File: src/hdl/trrp_pkg.sv
package trrp_pkg;

    localparam int unsigned SeqW       = 32;
    localparam int unsigned LenW       = 16;
    localparam int unsigned MssW       = 15;
    localparam int unsigned TisW       = 24;
    localparam int unsigned KeyW       = 32;
    localparam int unsigned IdxW       = 64;
    localparam int unsigned AddrW      = 64;
    localparam int unsigned CfgIdxW    = 3;
    localparam int unsigned CfgDataW   = 32;
    localparam int unsigned RemW       = 16;
    localparam int unsigned SpanLimW   = 20;

    localparam logic [SeqW-1:0] MaxRecordSpan = SeqW'(16413);
    localparam logic [MssW-1:0] MssMin        = MssW'(536);
    localparam logic [MssW-1:0] MssMax        = MssW'(16384);
    localparam logic [MssW-1:0] MssReset      = MssW'(1460);

    typedef enum logic [CfgIdxW-1:0] {
        CFG_OFFLOAD_EN = 3'd0,
        CFG_START_SEQ  = 3'd1,
        CFG_MSS        = 3'd2,
        CFG_TIS        = 3'd3,
        CFG_KEY        = 3'd4
    } t_cfg_idx;

    typedef enum logic [1:0] {
        KIND_VERDICT = 2'd0,
        KIND_SETUP   = 2'd1,
        KIND_FENCE   = 2'd2,
        KIND_DUMP    = 2'd3
    } t_kind;

    typedef enum logic [2:0] {
        ST_IDLE,
        ST_SETUP,
        ST_FENCE,
        ST_DUMP,
        ST_VERDICT
    } t_state;

    typedef struct packed {
        logic  load;
        logic  dump_step;
        t_kind kind;
    } t_ctrl_cmd;

    typedef struct packed {
        logic act;
        logic resync;
        logic span;
        logic gap_zero;
        logic last_dump;
    } t_dp_status;

endpackage

File: src/hdl/tls_tx_resync_replay_planner.sv
// TLS transmit resync planner: takes one segment descriptor per input transaction and
// emits a run of result transactions ending in a verdict (o_last high). An in-order or
// unhandled segment is accepted in ST_IDLE and its verdict presented from ST_VERDICT. A
// resync adds a context setup and, unless the span check fails, a fence or replay dumps
// (up to 31) before the verdict, each dump stepped by a single 64-bit address adder and
// a remainder subtractor. One segment is in flight at a time; configuration writes must
// be issued only while the block is idle.
module tls_tx_resync_replay_planner (
    input  logic                              i_clk,
    input  logic                              i_rst_n,
    input  logic                              i_cfg_valid,
    output logic                              o_cfg_ready,
    input  logic [trrp_pkg::CfgIdxW-1:0]      i_cfg_index,
    input  logic [trrp_pkg::CfgDataW-1:0]     i_cfg_data,
    input  logic                              i_valid,
    output logic                              o_ready,
    input  logic [trrp_pkg::SeqW-1:0]         i_seg_seqno,
    input  logic [trrp_pkg::LenW-1:0]         i_seg_len,
    input  logic                              i_is_zerocopy,
    input  logic [trrp_pkg::SeqW-1:0]         i_record_start_seqno,
    input  logic [trrp_pkg::IdxW-1:0]         i_record_index,
    input  logic [trrp_pkg::AddrW-1:0]        i_record_base_addr,
    output logic                              o_valid,
    input  logic                              i_ready,
    output logic [1:0]                        o_kind,
    output logic                              o_tag_valid,
    output logic [trrp_pkg::TisW-1:0]         o_tag_tis,
    output logic [trrp_pkg::KeyW-1:0]         o_setup_key,
    output logic [trrp_pkg::IdxW-1:0]         o_setup_record_index,
    output logic [trrp_pkg::SeqW-1:0]         o_setup_seqno,
    output logic [trrp_pkg::AddrW-1:0]        o_dump_addr,
    output logic [trrp_pkg::MssW-1:0]         o_dump_len,
    output logic                              o_span_error,
    output logic                              o_last
);

    trrp_pkg::t_ctrl_cmd  cmd;
    trrp_pkg::t_dp_status status;

    // writes only land while idle and no segment is being taken
    assign o_cfg_ready = o_ready && !i_valid;

    trrp_ctrl u_ctrl (
        .i_clk    (i_clk),
        .i_rst_n  (i_rst_n),
        .i_valid  (i_valid),
        .o_ready  (o_ready),
        .o_valid  (o_valid),
        .i_ready  (i_ready),
        .i_status (status),
        .o_cmd    (cmd)
    );

    trrp_dp u_dp (
        .i_clk                (i_clk),
        .i_rst_n              (i_rst_n),
        .i_cfg_we             (i_cfg_valid && o_cfg_ready),
        .i_cfg_index          (i_cfg_index),
        .i_cfg_data           (i_cfg_data),
        .i_seg_seqno          (i_seg_seqno),
        .i_seg_len            (i_seg_len),
        .i_is_zerocopy        (i_is_zerocopy),
        .i_record_start_seqno (i_record_start_seqno),
        .i_record_index       (i_record_index),
        .i_record_base_addr   (i_record_base_addr),
        .i_cmd                (cmd),
        .o_status             (status),
        .o_kind               (o_kind),
        .o_tag_valid          (o_tag_valid),
        .o_tag_tis            (o_tag_tis),
        .o_setup_key          (o_setup_key),
        .o_setup_record_index (o_setup_record_index),
        .o_setup_seqno        (o_setup_seqno),
        .o_dump_addr          (o_dump_addr),
        .o_dump_len           (o_dump_len),
        .o_span_error         (o_span_error),
        .o_last               (o_last)
    );

endmodule

File: src/hdl/trrp_ctrl.sv
module trrp_ctrl (
    input  logic                i_clk,
    input  logic                i_rst_n,
    input  logic                i_valid,
    output logic                o_ready,
    output logic                o_valid,
    input  logic                i_ready,
    input  trrp_pkg::t_dp_status i_status,
    output trrp_pkg::t_ctrl_cmd  o_cmd
);

    trrp_pkg::t_state r_state;
    trrp_pkg::t_state n_state;

    always_ff @(posedge i_clk) begin
        if (!i_rst_n) begin
            r_state <= trrp_pkg::ST_IDLE;
        end else begin
            r_state <= n_state;
        end
    end

    always_comb begin
        n_state         = r_state;
        o_ready         = 1'b0;
        o_valid         = 1'b0;
        o_cmd.load      = 1'b0;
        o_cmd.dump_step = 1'b0;
        o_cmd.kind      = trrp_pkg::KIND_VERDICT;
        unique case (r_state)
            trrp_pkg::ST_IDLE: begin
                o_ready    = 1'b1;
                o_cmd.load = i_valid;
                if (i_valid) begin
                    if (i_status.act && i_status.resync) begin
                        n_state = trrp_pkg::ST_SETUP;
                    end else begin
                        n_state = trrp_pkg::ST_VERDICT;
                    end
                end
            end
            trrp_pkg::ST_SETUP: begin
                o_valid    = 1'b1;
                o_cmd.kind = trrp_pkg::KIND_SETUP;
                if (i_ready) begin
                    priority if (i_status.span) begin
                        n_state = trrp_pkg::ST_VERDICT;
                    end else if (i_status.gap_zero) begin
                        n_state = trrp_pkg::ST_FENCE;
                    end else begin
                        n_state = trrp_pkg::ST_DUMP;
                    end
                end
            end
            trrp_pkg::ST_FENCE: begin
                o_valid    = 1'b1;
                o_cmd.kind = trrp_pkg::KIND_FENCE;
                if (i_ready) begin
                    n_state = trrp_pkg::ST_VERDICT;
                end
            end
            trrp_pkg::ST_DUMP: begin
                o_valid         = 1'b1;
                o_cmd.kind      = trrp_pkg::KIND_DUMP;
                o_cmd.dump_step = i_ready;
                if (i_ready && i_status.last_dump) begin
                    n_state = trrp_pkg::ST_VERDICT;
                end
            end
            trrp_pkg::ST_VERDICT: begin
                o_valid    = 1'b1;
                o_cmd.kind = trrp_pkg::KIND_VERDICT;
                if (i_ready) begin
                    n_state = trrp_pkg::ST_IDLE;
                end
            end
            default: begin
                n_state = trrp_pkg::ST_IDLE;
            end
        endcase
    end

endmodule

File: src/hdl/trrp_dp.sv
module trrp_dp (
    input  logic                              i_clk,
    input  logic                              i_rst_n,
    input  logic                              i_cfg_we,
    input  logic [trrp_pkg::CfgIdxW-1:0]      i_cfg_index,
    input  logic [trrp_pkg::CfgDataW-1:0]     i_cfg_data,
    input  logic [trrp_pkg::SeqW-1:0]         i_seg_seqno,
    input  logic [trrp_pkg::LenW-1:0]         i_seg_len,
    input  logic                              i_is_zerocopy,
    input  logic [trrp_pkg::SeqW-1:0]         i_record_start_seqno,
    input  logic [trrp_pkg::IdxW-1:0]         i_record_index,
    input  logic [trrp_pkg::AddrW-1:0]        i_record_base_addr,
    input  trrp_pkg::t_ctrl_cmd               i_cmd,
    output trrp_pkg::t_dp_status              o_status,
    output logic [1:0]                        o_kind,
    output logic                              o_tag_valid,
    output logic [trrp_pkg::TisW-1:0]         o_tag_tis,
    output logic [trrp_pkg::KeyW-1:0]         o_setup_key,
    output logic [trrp_pkg::IdxW-1:0]         o_setup_record_index,
    output logic [trrp_pkg::SeqW-1:0]         o_setup_seqno,
    output logic [trrp_pkg::AddrW-1:0]        o_dump_addr,
    output logic [trrp_pkg::MssW-1:0]         o_dump_len,
    output logic                              o_span_error,
    output logic                              o_last
);

    // configuration registers
    logic                          r_enabled;
    logic [trrp_pkg::SeqW-1:0]     r_start_seqno;
    logic [trrp_pkg::MssW-1:0]     r_mss;
    logic [trrp_pkg::TisW-1:0]     r_tis;
    logic [trrp_pkg::KeyW-1:0]     r_key;
    logic [trrp_pkg::SeqW-1:0]     r_expected;

    // per segment
    logic                          r_act;
    logic                          r_resync;
    logic [trrp_pkg::SeqW-1:0]     r_gap;
    logic [trrp_pkg::RemW-1:0]     r_rem;
    logic [trrp_pkg::IdxW-1:0]     r_rec_idx;
    logic [trrp_pkg::SeqW-1:0]     r_rec_seq;
    logic [trrp_pkg::AddrW-1:0]    r_addr;

    logic [trrp_pkg::MssW-1:0]     mss_eff;
    logic [trrp_pkg::SpanLimW-1:0] dump_lim;
    logic                          act;
    logic                          span;
    logic [trrp_pkg::RemW-1:0]     mss_rem;

    always_comb begin
        priority if (r_mss < trrp_pkg::MssMin) begin
            mss_eff = trrp_pkg::MssMin;
        end else if (r_mss > trrp_pkg::MssMax) begin
            mss_eff = trrp_pkg::MssMax;
        end else begin
            mss_eff = r_mss;
        end
    end

    // at most 31 dumps of mss bytes each
    assign dump_lim = {mss_eff, 5'b0} - trrp_pkg::SpanLimW'(mss_eff);
    assign mss_rem  = trrp_pkg::RemW'(mss_eff);
    assign act      = r_enabled && i_is_zerocopy && (i_seg_len != '0);
    assign span     = (r_gap > trrp_pkg::MaxRecordSpan)
                   || (r_gap > trrp_pkg::SeqW'(dump_lim));

    assign o_status.act       = act;
    assign o_status.resync    = (i_seg_seqno != r_expected);
    assign o_status.span      = span;
    assign o_status.gap_zero  = (r_gap == '0);
    assign o_status.last_dump = (r_rem <= mss_rem);

    always_ff @(posedge i_clk) begin
        if (!i_rst_n) begin
            r_enabled     <= 1'b0;
            r_start_seqno <= '0;
            r_mss         <= trrp_pkg::MssReset;
            r_tis         <= '0;
            r_key         <= '0;
            r_expected    <= '0;
            r_act         <= 1'b0;
            r_resync      <= 1'b0;
        end else if (i_cmd.load) begin
            r_act    <= act;
            r_resync <= act && (i_seg_seqno != r_expected);
            if (act) begin
                r_expected <= i_seg_seqno + trrp_pkg::SeqW'(i_seg_len);
            end
        end else if (i_cfg_we) begin
            unique case (i_cfg_index)
                trrp_pkg::CFG_OFFLOAD_EN: begin
                    r_enabled <= i_cfg_data[0];
                    if (i_cfg_data[0]) begin
                        r_expected <= r_start_seqno;
                    end
                end
                trrp_pkg::CFG_START_SEQ: r_start_seqno <= i_cfg_data;
                trrp_pkg::CFG_MSS:       r_mss <= i_cfg_data[trrp_pkg::MssW-1:0];
                trrp_pkg::CFG_TIS:       r_tis <= i_cfg_data[trrp_pkg::TisW-1:0];
                trrp_pkg::CFG_KEY:       r_key <= i_cfg_data;
                default: ;
            endcase
        end
    end

    always_ff @(posedge i_clk) begin
        if (i_cmd.load) begin
            r_gap     <= i_seg_seqno - i_record_start_seqno;
            r_rem     <= trrp_pkg::RemW'(i_seg_seqno - i_record_start_seqno);
            r_rec_idx <= i_record_index;
            r_rec_seq <= i_record_start_seqno;
            r_addr    <= i_record_base_addr;
        end else if (i_cmd.dump_step) begin
            r_rem  <= r_rem - mss_rem;
            r_addr <= r_addr + trrp_pkg::AddrW'(mss_eff);
        end
    end

    always_comb begin
        o_kind               = i_cmd.kind;
        o_tag_valid          = 1'b0;
        o_tag_tis            = '0;
        o_setup_key          = '0;
        o_setup_record_index = '0;
        o_setup_seqno        = '0;
        o_dump_addr          = '0;
        o_dump_len           = '0;
        o_span_error         = 1'b0;
        o_last               = 1'b0;
        unique case (i_cmd.kind)
            trrp_pkg::KIND_VERDICT: begin
                o_last       = 1'b1;
                o_tag_valid  = r_act;
                o_tag_tis    = r_act ? r_tis : '0;
                o_span_error = r_resync && span;
            end
            trrp_pkg::KIND_SETUP: begin
                o_tag_tis            = r_tis;
                o_setup_key          = r_key;
                o_setup_record_index = r_rec_idx;
                o_setup_seqno        = r_rec_seq;
            end
            trrp_pkg::KIND_FENCE: ;
            trrp_pkg::KIND_DUMP: begin
                o_dump_addr = r_addr;
                o_dump_len  = (r_rem > mss_rem) ? mss_eff : r_rem[trrp_pkg::MssW-1:0];
            end
            default: ;
        endcase
    end

endmodule
File: config.mk
export PLATFORM = sky130hd
export DESIGN_NAME = tls_tx_resync_replay_planner
export DESIGN_NICKNAME = d
export VERILOG_FILES = /design/src/hdl/trrp_pkg.sv /design/src/hdl/tls_tx_resync_replay_planner.sv /design/src/hdl/trrp_ctrl.sv /design/src/hdl/trrp_dp.sv
export SDC_FILE = /design/constraint.sdc
export NUM_CORES = 1
export LEC_CHECK = 0
export BUFFER_PORTS_ARGS = -buffer_cell sky130_fd_sc_hd__buf_2
export CORE_UTILIZATION = 55
export CTS_CLUSTER_SIZE = 40
export DETAILED_ROUTE_END_ITERATION = 12
export PLACE_DENSITY = 0.86
export SLEW_MARGIN = 10
export SYNTH_ARGS = -nofsm -noshare
export SYNTH_HDL_FRONTEND = slang
export SYNTH_SLANG_ARGS = --single-unit
File: constraint.sdc
create_clock -name i_clk -period 9.2 [get_ports i_clk]
set_input_delay 0.46 -clock i_clk [delete_from_list [all_inputs] [get_ports i_clk]]
set_output_delay 0.46 -clock i_clk [all_outputs]
set_load 0.05 [all_outputs]
[After elaboration in Yosys (flattened, before gate mapping)]
Index checks and enable logic that the tools add are counted.
Operators by class
  add/subtract/negate cells: 5
  mux-type cells: 36
  equality and inequality tests: 17
  bitwise operators: 1
  order comparisons: 6
  reductions and logical operators: 26
Operator list (number)
  $mux 64: 4
  $mux 32: 7
  $add 64x15->64: 1
  $mux 15: 4
  $pmux 24 s2: 1
  $add 32x16->32: 1
  $gt 32x15->1 const B: 1
  $gt 32x20->1: 1
  $logic_not 32->1: 1
  $mux 16: 2
  $ne 32x32->1: 1
  $sub 32x32->32: 1
  $mux 24: 1
  $mux 3: 7
  $sub 20x15->20: 1
  $gt 16x15->1: 1
  $le 16x15->1: 1
  $reduce_bool 16->1: 1
  $sub 16x15->16: 1
  $gt 15x15->1 const B: 1
  $lt 15x10->1 const B: 1
  $pmux 3 s5: 1
  $reduce_and 3->1: 5
  $eq 3x2->1 const B: 4
  other kinds (18): 41
Word-level totals
  flip-flop bits (word level): 349
  output and inout port bits: 239
  logic and storage cells: 105
  bits of input ports: 249

[Logic depth before layout (Yosys ltp)]
Gate-level depths: netlist of the first run.
  depth in word-level cells: 9
  depth in mapped cells: 26
  gate-level depth less buffers: 26

[By module]
From an unflattened synthesis of the first run, not the netlist that was laid out.
Second synthesis, totals
  cells, all modules: 2382
  area, all modules: 21301.7 um^2
Modules (own cells, without submodules)
  trrp_dp: cells an instance 2346, times used 1, seq. area each 9008.6 um^2, area an instance 21045.2 um^2
  trrp_ctrl: cells an instance 34, times used 1, seq. area each 60.1 um^2, area an instance 241.5 um^2
  tls_tx_resync_replay_planner: cells an instance 2, times used 1, seq. area each 0.0 um^2, area an instance 15.0 um^2

[Worst setup path before layout of the first run]
Ideal clock, no wire load.
  path kind: flip-flop to flip-flop
  start point: reg u_ctrl.r_state[0]
  end point: reg u_dp.r_addr[0] (netlist bit) (enable)
  stages on the path, launching flop included: 5
  required time: 8.571 ns
  data arrival time: 6.556 ns
  slack: 2.014 ns
  path through: dfxtp_1 inv_1 nor2_1 nand2_1 o21ai_0
Between the ends
  word-level cells in the longest chain between the ends: 3
  elaborated cells between the ends (all ways): 5
Ends and longest elaborated chain
  start: declaration: line trrp_ctrl.sv:12  | trrp_pkg::t_state r_state;
  start signal: assignment: line trrp_ctrl.sv:17  | r_state <= trrp_pkg::ST_IDLE;
  start signal: assignment: line trrp_ctrl.sv:19  | r_state <= n_state;
  $eq 3x2->1 or $logic_not 3->1 (tied branches): line trrp_ctrl.sv:30  | unique case (r_state)
  $mux 1: line trrp_ctrl.sv:30
  $reduce_bool 2->1 (no line) *
  end signal: assignment: line trrp_dp.sv:112  | r_addr <= i_record_base_addr;
  end signal: assignment: line trrp_dp.sv:115  | r_addr <= r_addr + trrp_pkg::AddrW'(mss_eff);
  end: declaration: line trrp_dp.sv:42  | logic [trrp_pkg::AddrW-1:0] r_addr;
Every way passes the cells marked *; elsewhere a longest branch is shown, timed or not.
A chain may end at the register's enable or synchronous reset.

[Worst setup path in the final report of the first run]
  start point: reg u_dp.r_mss[2] (netlist bit)
  end point: out o_span_error
Between the ends
  word-level cells in the longest chain between the ends: 8
  elaborated cells between the ends (all ways): 9
Ends and longest elaborated chain
  start: declaration: line trrp_dp.sv:30  | logic [trrp_pkg::MssW-1:0] r_mss;
  start signal: assignment: line trrp_dp.sv:77  | r_mss <= trrp_pkg::MssReset;
  start signal: assignment: line trrp_dp.sv:98  | trrp_pkg::CFG_MSS: r_mss <= i_cfg_data[trrp_pkg::MssW-1:0];
  $gt 15x15->1: line trrp_dp.sv:53  | end else if (r_mss > trrp_pkg::MssMax) begin
  $mux 15: line trrp_dp.sv:53
  $mux 15 *: line trrp_dp.sv:51  | priority if (r_mss < trrp_pkg::MssMin) begin
  $sub 20x15->20 *: line trrp_dp.sv:61  | assign dump_lim = {mss_eff, 5'b0} - trrp_pkg::SpanLimW'(mss_eff);
  $gt 32x20->1 *: line trrp_dp.sv:65  | || (r_gap > trrp_pkg::SeqW'(dump_lim));
  $logic_or 1x1->1 *: line trrp_dp.sv:65
  $logic_and 1x1->1 *: line trrp_dp.sv:135  | o_span_error = r_resync && span;
  $mux 1 *: line trrp_dp.sv:130  | unique case (i_cmd.kind)
  end: declaration: line tls_tx_resync_replay_planner.sv:33  | output logic o_span_error,
Marked as above.

==> impl_metrics.csv, run 1 <==
group,metric,value,unit
logic_synthesis,synth-main-ff-cell,"edfxtp_1",
pwr,p_clk_share,36.4,%
floorplanning,die_area,38260,sq um
finish,drive_gt1_share,22.07,%
clock_network,cts_max_path_buffers,3,
logic_synthesis,synth_seq_cells,349,
status,status,"finished clean",
sta,finalMaxSlewViolations,0,
critical_path,crit_type,"register to primary output",
placed_design,place_congestion,0.9693,
logic_synthesis,yosysWarnings,0,
floorplanning,rows,70,
global_route,grt_pass1_wl,98730,um
logic_synthesis,synth.distinct_cells,88,
pwr,p_sw_share,28.75,%
pwr,p_comb_share,18.3,%
logic_synthesis,synthesis.nets,2662,
worst_hold_path,min_to,"u_dp.r_rec_idx[13]",
floorplanning,core,36790,sq um
placed_design,numPortBuffers,487,
sta,fin_worst_skew,0.02165,ns
pwr,total_leakage_power,10.65,nW
detailed_routing,wl_per_cell,19.97,um
logic_synthesis,synth_common_cells,"nand2_1 (359), a21oi_1 (214), edfxtp_1 (208), nor2_1 (155), dfxtp_1 (141)",
pwr,p_seq_share,45.3,%
sta,tns,0,ns
finish,fin_util,66.95,%
critical_path,cp-end-kind,"primary output",
pwr,power_density,168.3,nW/um^2
sta,relSlewSlack,25.49,%
detailed_routing,drc,0,
critical_path,cpPeakStageDelay,0.44,ns
logic_synthesis,ys_seq_area_share,43.99,%
critical_path,r2r-start,"u_dp.r_mss[2]",
global_route,overflow,0,
logic_synthesis,async_flop_share,0,%
clock_network,htree_levels,2,
global_route,grt_pass1_vias,18210,
logic_synthesis,synth_top_area_share,30.29,%
detailed_routing,drt_iter0_markers,1621,
detailed_routing,vias,19030,
floorplanning,start_util,56.05,%
clock_network,postCtsHoldBufs,0,
placed_design,dp_hpwl,48090,um
logic_synthesis,mappedNetlistArea,20620,sq um
sta,rsz0062_at_grt,"no",
clock_network,clk_pin_slew,0.06,ns
critical_path,reg2reg_depth,25,
critical_path,required,8.74,ns
logic_synthesis,synth_top_area_cell,"edfxtp_1",
clock_network,cts_root_buffer,"clkbuf_16",
clock_network,clock_latency,0.57,ns
pwr,p_switching,1.191,mW
clock_network,numCtsBuffers,40,
critical_path,cp_slowest_cell,"a2111oi_0",
logic_synthesis,synth_cells,2301,
floorplanning,ios,488,
worst_hold_path,hold_path_class,"primary input to register",
pwr,peakVddDrop,0.1505,mV
critical_path,worstPathMaxFanout,8,
detailed_routing,dr.pass1.iters,6,
sta,period_needed,6.612,ns
floorplanning,die_x,195.6,um
detailed_routing,viasPerCell,5.877,
worst_hold_path,holdPathStages,1,
critical_path,arrival,6.15,ns
finish,fin_nets,3100,
clock_network,cts_resized,0,
sta,fmax,151.2,MHz
logic_synthesis,synth_edf_count,208,
logic_synthesis,synth_area_per_cell,8.960,sq um
critical_path,critPathBufInv,3,
pwr,p_int,2.953,mW
logic_synthesis,synth_area_leaders,"edfxtp_1 (30%), dfxtp_1 (14%), ha_1 (6.6%), nand2_1 (6.5%), a21oi_1 (5.2%)",
critical_path,path_cells,"or3_1 -> nor3_1 -> nand4_1 -> o21ai_1 -> nand2_1 -> inv_1 -> ha_1 -> a21o_1 -> a21o_1 -> nor3_1 -> a21oi_2 -> a21oi_2 -> inv_1 -> a21oi_1 -> xor2_1 -> ha_1 -> a21o_1 -> a21o_1 -> a21oi_1 -> o211ai_1 -> a2111oi_0 -> o21a_1 -> nor2_1 -> buf_2",
critical_path,cp_top_family,"compound AO/OA/AOI/OAI gates",
clock_network,clock_sinks,349,
global_route,grt_usage,32.95,%
global_route,grt_max_degree,131,
critical_path,cp-start-kind,"register",
sta,fin_crit_sh,71.87,%
sta,setup_viol,0,
detailed_routing,ant_nets,0,
critical_path,r2r_slack,3.41,ns
finish,area_delta_synth_final,19.46,%
global_route,antenna_found_initial,3,
sta,final_hold_viol_count,0,
critical_path,worst_r2r_endpoint,"u_ctrl.r_state[1]",
clock_network,cts_tree,"yes",
clock_network,post_cts_buffers,0,
logic_synthesis,synth.most_common_cell,"nand2_1",
critical_path,path_common_cell,"a21o_1",
worst_hold_path,hp-start,"i_record_index[13]",
run,maxCapViolCount,0,
sta,worstMarginPinSlew,1.118,ns
detailed_routing,wirelength,64680,um
floorplanning,die_y,195.6,um
cell type report:
cell class | count | area (sq um)
Fill cell | 3048 | 12160
Clock buffer | 53 | 1120
Inverter | 88 | 339.1
Tap cell | 468 | 585.6
Clock inverter | 18 | 102.6
Antenna cell | 2 | 5.005
Sequential cell | 349 | 9070
Multi-Input combinational cell | 1755 | 10830
Timing Repair Buffer | 505 | 2572
registers in the layout, indices dropped and copies added (netlist names):
signal,flops
u_dp.r_addr,64
u_dp.r_rec_idx,64
u_dp.r_expected,32
u_dp.r_gap,32
u_dp.r_key,32
u_dp.r_rec_seq,32
u_dp.r_start_seqno,32
u_dp.r_tis,24
u_dp.r_rem,16
u_dp.r_mss,15
u_ctrl.r_state,3
u_dp.r_act,1
u_dp.r_enabled,1
u_dp.r_resync,1
metal layers:
metal  global-route usage [%]  vias up  wire (um)  part of all wire [%]
met5                        0        -         10                 0.015
li1                         -     8943          -                     -
met4                    11.34        2       1966                   3.0
met2                    55.63      884      31410                    49
met3                    5.579      143       5105                   7.9
met1                    42.71     9057      26180                    40
worst max path at each step:
stage / start / to / slack [ns] / cells after the start
6_report: u_dp.r_mss[2] / o_span_error / 2.59 / 24
5_1_grt: u_dp.r_mss[2] / o_span_error / 2.13 / 24
4_1_cts: u_dp.r_mss[2] / o_span_error / 2.59 / 24
3_5_place_dp: u_dp.r_mss[2] / o_span_error / 3.25 / 24
3_3_place_gp: u_dp.r_mss[2] / o_span_error / 3.29 / 24
2_1_floorplan: u_ctrl.r_state[0] / u_dp.r_addr[0] / 2.01 / 4
per-stage QoR:
step                      hold WS [ns]  worst slack (ns)  instance area [sq um]  total power [mW]  instances
final                          0.06304             2.588                  24630             4.144       3238
after global placement          0.4378             3.288                  23400             2.624       3165
after CTS                      0.04561             2.591                  24620             4.149       3236
after global routing           0.04835             2.135                  24630             4.303       3238
after detailed placement        0.4419             3.246                  23400             2.650       3165
after floorplan                 0.4317             2.014                  20620             2.398       2301
power groups by stage:
| stage | Sequential [mW] | Combinational, mW | Clock (mW) |
|---|---|---|---|
| 2_1_floorplan | 1.89 | 0.507 | 0 |
| 3_3_place_gp | 1.90 | 0.720 | 0 |
| 3_5_place_dp | 1.91 | 0.741 | 0 |
| 4_1_cts | 1.88 | 0.749 | 1.52 |
| 5_1_grt | 1.89 | 0.826 | 1.59 |
| 6_report | 1.88 | 0.758 | 1.51 |
cell usage in the layout, fill, tap and decap left out, types with 8 or more instances in the layout:
master	n
xnor2_1	116
nand2b_1	12
o211ai_1	8
and4_1	8
xor2_1	56
o31ai_1	8
nand2_1	358
and3_1	79
o21bai_1	9
and2_1	137
buf_4	18
ha_1	108
a21o_1	27
nand4_1	22
a21oi_1	214
clkinv_2	12
nor3_1	32
nor4_1	15
mux2i_1	9
a31oi_1	10
edfxtp_1	208
o21a_1	22
nand3_1	53
buf_2	487
nor2b_1	44
o22ai_1	12
o31a_1	8
o21ai_0	93
nor2_1	154
dfxtp_1	140
inv_1	85
o21ai_1	16
clkbuf_16	40
a211oi_1	13
logic make-up (layout without fill, tap and decap cells):
group / after synthesis / count (layout) / share of synthesized area, %
compound gates: 497 / 497 / 14.57
simple gates: 964 / 964 / 22.99
other cells: 0 / 2 / 0
flops: 349 / 349 / 43.99
fa+ha+maj: 112 / 112 / 6.943
buf+inv: 197 / 664 / 3.708
xor+xnor: 172 / 172 / 7.307
mux: 10 / 10 / 0.4916
No activity file was read; power rests on OpenSTA's default activity.
==> inputs of run 2 (changes only) <==
- ABC_AREA: not set -> 1
- CORE_UTILIZATION: 55 -> 51
- PLACE_DENSITY: 0.86 -> 0.83
- clock period: 9.2 -> 5.7 ns (I/O delays scaled with it)
==> impl_metrics.csv, run 2 <==
group,metric,value,unit
finish,finalInstanceArea,28280,sq um
detailed_routing,drc,0,
finish,fin_nets,4096,
floorplanning,die_y,212.8,um
logic_synthesis,ys_seq_area_share,40.02,%
detailed_routing,route.met3.wl,7001,um
clock_network,numCtsBuffers,39,
sta,finalMaxSlewViolations,0,
critical_path,crit_type,"register to primary output",
floorplanning,ios,488,
global_route,grt_max_degree,84,
global_route,grt_pass1_wl,117900,um
detailed_routing,highest_layer,"met4",
sta,tns,0,ns
logic_synthesis,synth.most_common_cell,"nand2_1",
logic_synthesis,synth_area_per_cell,7.215,sq um
logic_synthesis,synth-main-ff-cell,"edfxtp_1",
clock_network,clock_sinks,349,
sta,holdWs,0.02395,ns
sta,fin_worst_skew,0.04880,ns
logic_synthesis,synth_top_area_share,27.56,%
finish,area_delta_synth_final,24.78,%
logic_synthesis,mappedNetlistArea,22660,sq um
finish,multi_input_area,11360,sq um
clock_network,post_cts_buffers,0,
pwr,total_leakage_power,13.64,nW
logic_synthesis,async_flop_share,0,%
global_route,grt_usage,33.74,%
floorplanning,die_x,212.8,um
sta,fin_ws,0.5017,ns
clock_network,htree_levels,2,
critical_path,required,5.41,ns
detailed_routing,wl_met1,32070,um
logic_synthesis,synth_common_cells,"nand2_1 (616), nor2_1 (500), inv_1 (483), a21oi_1 (246), o21ai_0 (210)",
detailed_routing,viasPerCell,5.439,
critical_path,cp-start-kind,"register",
floorplanning,start_util,52.15,%
critical_path,r2r_slack,1.38,ns
finish,final_common_cell,"nand2_1",
placed_design,place_congestion,1.033,
sta,setup_viol,0,
sta,relSlewSlack,34.78,%
global_route,grt_pass1_vias,22010,
detailed_routing,dr.pass1.iters,6,
global_route,antenna_found_initial,5,
sta,fin_crit_sh,91.20,%
detailed_routing,ant_nets,0,
logic_synthesis,synth_cells,3141,
global_route,overflow,0,
floorplanning,rows,76,
finish,final.fill_count,3838,
detailed_routing,wirelength,77980,um
finish,seq_area,9069,sq um
finish,final_cell_mix,"nand2_1 (615), nor2_1 (500), buf_2 (487)",
logic_synthesis,synthesis.nets,3502,
critical_path,worstPathMaxFanout,14,
floorplanning,core,43460,sq um
floorplanning,die_area,45280,sq um
finish,drive_gt1_share,16.34,%
detailed_routing,wl_per_cell,17.91,um
critical_path,arrival,4.91,ns
sta,worstMarginPinSlew,0.9730,ns
clock_network,clk_pin_slew,0.06,ns
logic_synthesis,synth_edf_count,208,
detailed_routing,wl_met2,36070,um
placed_design,numPortBuffers,487,
finish,fin_util,65.07,%
pwr,power_density,303.8,nW/um^2
clock_network,clock_latency,0.59,ns
sta,fmax,192.4,MHz
placed_design,dpl_cell_area,25610,sq um
run,maxCapViolCount,0,
clock_network,cts_max_path_buffers,3,
logic_synthesis,synth_seq_cells,349,
clock_network,cts_root_buffer,"clkbuf_16",
status,status,"finished clean",
finish,largest_registers,"u_dp.r_addr: 64 flops, u_dp.r_rec_idx: 64 flops",
logic_synthesis,synth_top_area_cell,"edfxtp_1",
worst_hold_path,hold_path_class,"primary input to register",
detailed_routing,vias,23680,
critical_path,cp-end-kind,"primary output",
placed_design,detailedPlace.worstSlack,1.028,ns
placed_design,dp_hpwl,58160,um
logic_synthesis,synth.distinct_cells,53,
logic_synthesis,synth_area_leaders,"edfxtp_1 (28%), dfxtp_1 (12%), nand2_1 (10%), nor2_1 (8.3%), inv_1 (8.0%)",
sta,final_hold_viol_count,0,
logic_synthesis,yosysWarnings,0,
detailed_routing,drt_iter0_markers,2267,
sta,period_needed,5.198,ns
clock_network,cts_tree,"yes",
pwr,peakVddDrop,0.2488,mV
[run 2: path summary, 6_finish.rpt]
| path | start | to | cells past startpoint |
|---|---|---|---|
| setup / recovery | u_dp.r_mss[7] | o_span_error | 24 |
| setup reg to reg | u_dp.r_mss[7] | u_dp.r_addr[42] | 22 |
| hold / removal | i_record_base_addr[5] | u_dp.r_addr[5] | 3 |
| hold reg to reg | u_dp.r_tis[4] | u_dp.r_tis[4] | 2 |
[run 2: stage by stage]
| stage | total power, mW | cells |
|---|---|---|
| global placement | 5.906 | 4142 |
| global route | 9.005 | 4353 |
| finish | 8.590 | 4353 |
| floorplan | 5.174 | 3141 |
| detailed placement | 5.933 | 4142 |
| CTS | 8.534 | 4348 |
[run 2: power by group]
group          internal (mW)  switching [mW]  total, mW
combinational          0.816            1.72       2.54
sequential              3.22           0.290       3.51
clock                   1.45            1.09       2.54
[run 2: cell type report]
cell class	count	area share, %
sequential	349	32.07
clock buffer	54	4.013
clock inverter	15	0.5088
multi-input combinational	2208	40.18
timing repair buffer	644	14.04
inverter	493	6.557
antenna	5	0.04425
tap	585	2.588
[run 2: critical path: stages, from the launching register on]
cell	delay [ns]
dfxtp_1	0.32
nor2_1	0.15
nand2_1	0.07
nor2_1	0.12
nand2_1	0.08
nand2_2	0.22
nand3_1	0.30
inv_1	0.25
ha_1	0.32
a21oi_1	0.36
o21ai_0	0.23
a21oi_1	0.23
nand2_1	0.07
nand2_1	0.05
nand2_1	0.09
ha_1	0.30
nand4_1	0.10
nor4_1	0.26
nand2_1	0.09
nand2_1	0.06
nand2_1	0.10
nand2_1	0.13
nand2_1	0.07
nor2_1	0.08
buf_2	0.29
[run 2: metal layers]
metal  GRT usage (%)  up-vias
met3           5.413      174
met5               0        -
met4           12.65        0
met1           45.07    10920
li1                -    11450
met2           54.96     1126
[run 2: logic make-up after synthesis]
| logic type | count (synthesis) | share of synthesized area (%) |
|---|---|---|
| buffers and inverters | 584 | 9.943 |
| flip-flops | 349 | 40.02 |
| adder cells (fa/ha/maj) | 112 | 6.316 |
| AND/OR/NAND/NOR | 1419 | 26.12 |
| XOR/XNOR | 106 | 4.097 |
| multiplexers | 1 | 0.04968 |
| AO/OA/AOI/OAI | 570 | 13.46 |
[run 2: repair_timing]
| action | CTS | global route |
|---|---|---|
| setup endpoints to repair | 0 | 1 |
| hold buffers | 137 | 0 |
| resized for setup | 0 | 1 |
| hold endpoints to repair | 145 | 0 |
==> inputs of run 3 (changes only) <==
==> constraint.sdc (replaced) <==
create_clock -name i_clk -period 5.7 [get_ports i_clk]
set_input_delay 0.285 -clock i_clk [delete_from_list [all_inputs] [get_ports i_clk]]
set_output_delay 0.285 -clock i_clk [all_outputs]
set_load 0.01 [all_outputs]
==> impl_metrics.csv, run 3 (synthesis gave the netlist of run 2 again) <==
group,metric,value,unit
critical_path,arrival,4.94,ns
floorplanning,die_y,212.8,um
clock_network,clock_latency,0.58,ns
finish,fin_util,65.02,%
placed_design,numPortBuffers,487,
sta,worstMarginPinSlew,0.9894,ns
clock_network,cts_resized,0,
critical_path,cp-start-kind,"register",
detailed_routing,drt_iter0_markers,2377,
sta,holdWs,0.01724,ns
global_route,grt_max_degree,188,
sta,period_needed,5.224,ns
detailed_routing,wl_per_cell,17.93,um
critical_path,required,5.41,ns
worst_hold_path,hp-start,"i_record_base_addr[11]",
global_route,grt_pass1_vias,22210,
sta,setup_viol,0,
detailed_routing,drc,0,
clock_network,numCtsBuffers,39,
pwr,total_leakage_power,13.63,nW
sta,rsz0062_at_grt,"no",
clock_network,cts_max_path_buffers,3,
critical_path,crit_type,"register to primary output",
clock_network,clk_pin_slew,0.06,ns
critical_path,reg2reg_depth,24,
floorplanning,rows,76,
critical_path,worst_r2r_endpoint,"u_ctrl.r_state[1]",
global_route,grt_usage,33.73,%
worst_hold_path,holdPathStages,3,
sta,tns,0,ns
detailed_routing,dr.pass1.iters,6,
finish,final_cell_mix,"nand2_1 (616), nor2_1 (500), buf_2 (487)",
floorplanning,core,43460,sq um
critical_path,worstPathMaxFanout,14,
detailed_routing,wirelength,78090,um
sta,fmax,191.4,MHz
critical_path,crit_end,"o_span_error",
sta,relSlewSlack,34.04,%
detailed_routing,vias,23760,
placed_design,place_congestion,1.043,
placed_design,detailedPlace.worstSlack,1.169,ns
status,status,"finished clean",
clock_network,postCtsHoldBufs,137,
sta,fin_ws,0.4758,ns
global_route,grt_pass1_wl,117800,um
detailed_routing,viasPerCell,5.454,
clock_network,post_cts_buffers,0,
finish,largest_registers,"u_dp.r_addr: 64 flops, u_dp.r_rec_idx: 64 flops",
critical_path,cp-end-kind,"primary output",
finish,fin_nets,4094,
finish,drive_gt1_share,16.21,%
pwr,power_density,301.2,nW/um^2
finish,seq_area,9069,sq um
critical_path,startpoint,"u_dp.r_mss[11]",
clock_network,htree_levels,2,
floorplanning,start_util,52.15,%
clock_network,cts_root_buffer,"clkbuf_16",
critical_path,r2r-start,"u_dp.r_mss[11]",
floorplanning,die_area,45280,sq um
sta,final_hold_viol_count,0,
critical_path,r2r_slack,1.23,ns
sta,finalMaxSlewViolations,0,
finish,area_delta_synth_final,24.68,%
clock_network,cts_tree,"yes",
global_route,antenna_found_initial,7,
finish,multi_input_area,11360,sq um
floorplanning,die_x,212.8,um
placed_design,dp.cells,4140,
placed_design,dp_hpwl,58030,um
finish,final_common_cell,"nand2_1",
finish,final.fill_count,3767,
finish,final_cells,4356,
sta,fin_crit_sh,91.65,%
run,maxCapViolCount,0,
worst_hold_path,hold_path_class,"primary input to register",
pwr,peakVddDrop,0.2688,mV
sta,fin_worst_skew,0.03023,ns
clock_network,clock_sinks,349,
floorplanning,ios,488,
detailed_routing,ant_nets,0,
global_route,overflow,0,
## run 3: cell types whose count changed in the layout (fill, tap and decap cells not counted), sizes merged
cell | before | now
clkbuf | 54 | 57
buf | 507 | 505
clkinv | 14 | 16
diode | 5 | 7
clkinvlp | 2 | 1
inv | 491 | 490
## run 3: area by class of cell
cell class                 instances  share of cell area (%)
clock buffer                      57                   3.981
timing repair buffer             642                   14.00
clock inverter                    15                  0.5092
antenna                            7                 0.06199
sequential                       349                   32.10
multi-input combinational       2208                   40.20
inverter                         493                   6.562
tap                              585                   2.590
## run 3: worst min-delay path by stage
stage / endpoint / slack [ns]
CTS: u_dp.r_addr[8] / 0.004
global route: u_dp.r_addr[36] / 0.01
floorplan: u_dp.r_rec_idx[0] / 0.38
detailed placement: u_dp.r_tis[2] / 0.45
global placement: u_dp.r_key[20] / 0.44
finish: u_dp.r_addr[11] / 0.02
## run 3: power breakdown
group / internal, mW / switching [mW]
registers: 3.22 / 0.291
logic: 0.816 / 1.67
clock network: 1.43 / 1.08
## run 3: worst max-delay path: stages, from the launching register on
cell	delay, ns
dfxtp_1	0.31
inv_1	0.07
nand2_1	0.07
nor3_1	0.18
nand2_1	0.06
nand2_1	0.34
nand3_1	0.33
inv_1	0.24
ha_1	0.32
a21oi_1	0.36
o21ai_0	0.25
a21oi_1	0.23
nand2_1	0.07
nand2_1	0.05
nand2_1	0.07
ha_1	0.29
nand4_1	0.10
nor4_1	0.27
nand2_1	0.10
nand2_1	0.07
nand2_1	0.11
nand2_1	0.14
nand2_1	0.07
nor2_1	0.08
buf_2	0.15
## run 3: stage by stage
stage | instance area (sq um) | power [mW]
2_1_floorplan | 22660 | 5.127
3_3_place_gp | 25600 | 5.856
3_5_place_dp | 25600 | 5.888
4_1_cts | 28240 | 8.455
5_1_grt | 28260 | 8.934
6_report | 28260 | 8.511
## run 3: metal layers
metal	share of wire, %	routed length, um	global-route usage [%]
met1	41	32160	44.27
met2	46	35830	54.24
met3	8.9	6962	6.310
met4	4.0	3132	14.66
met5	0	0	0
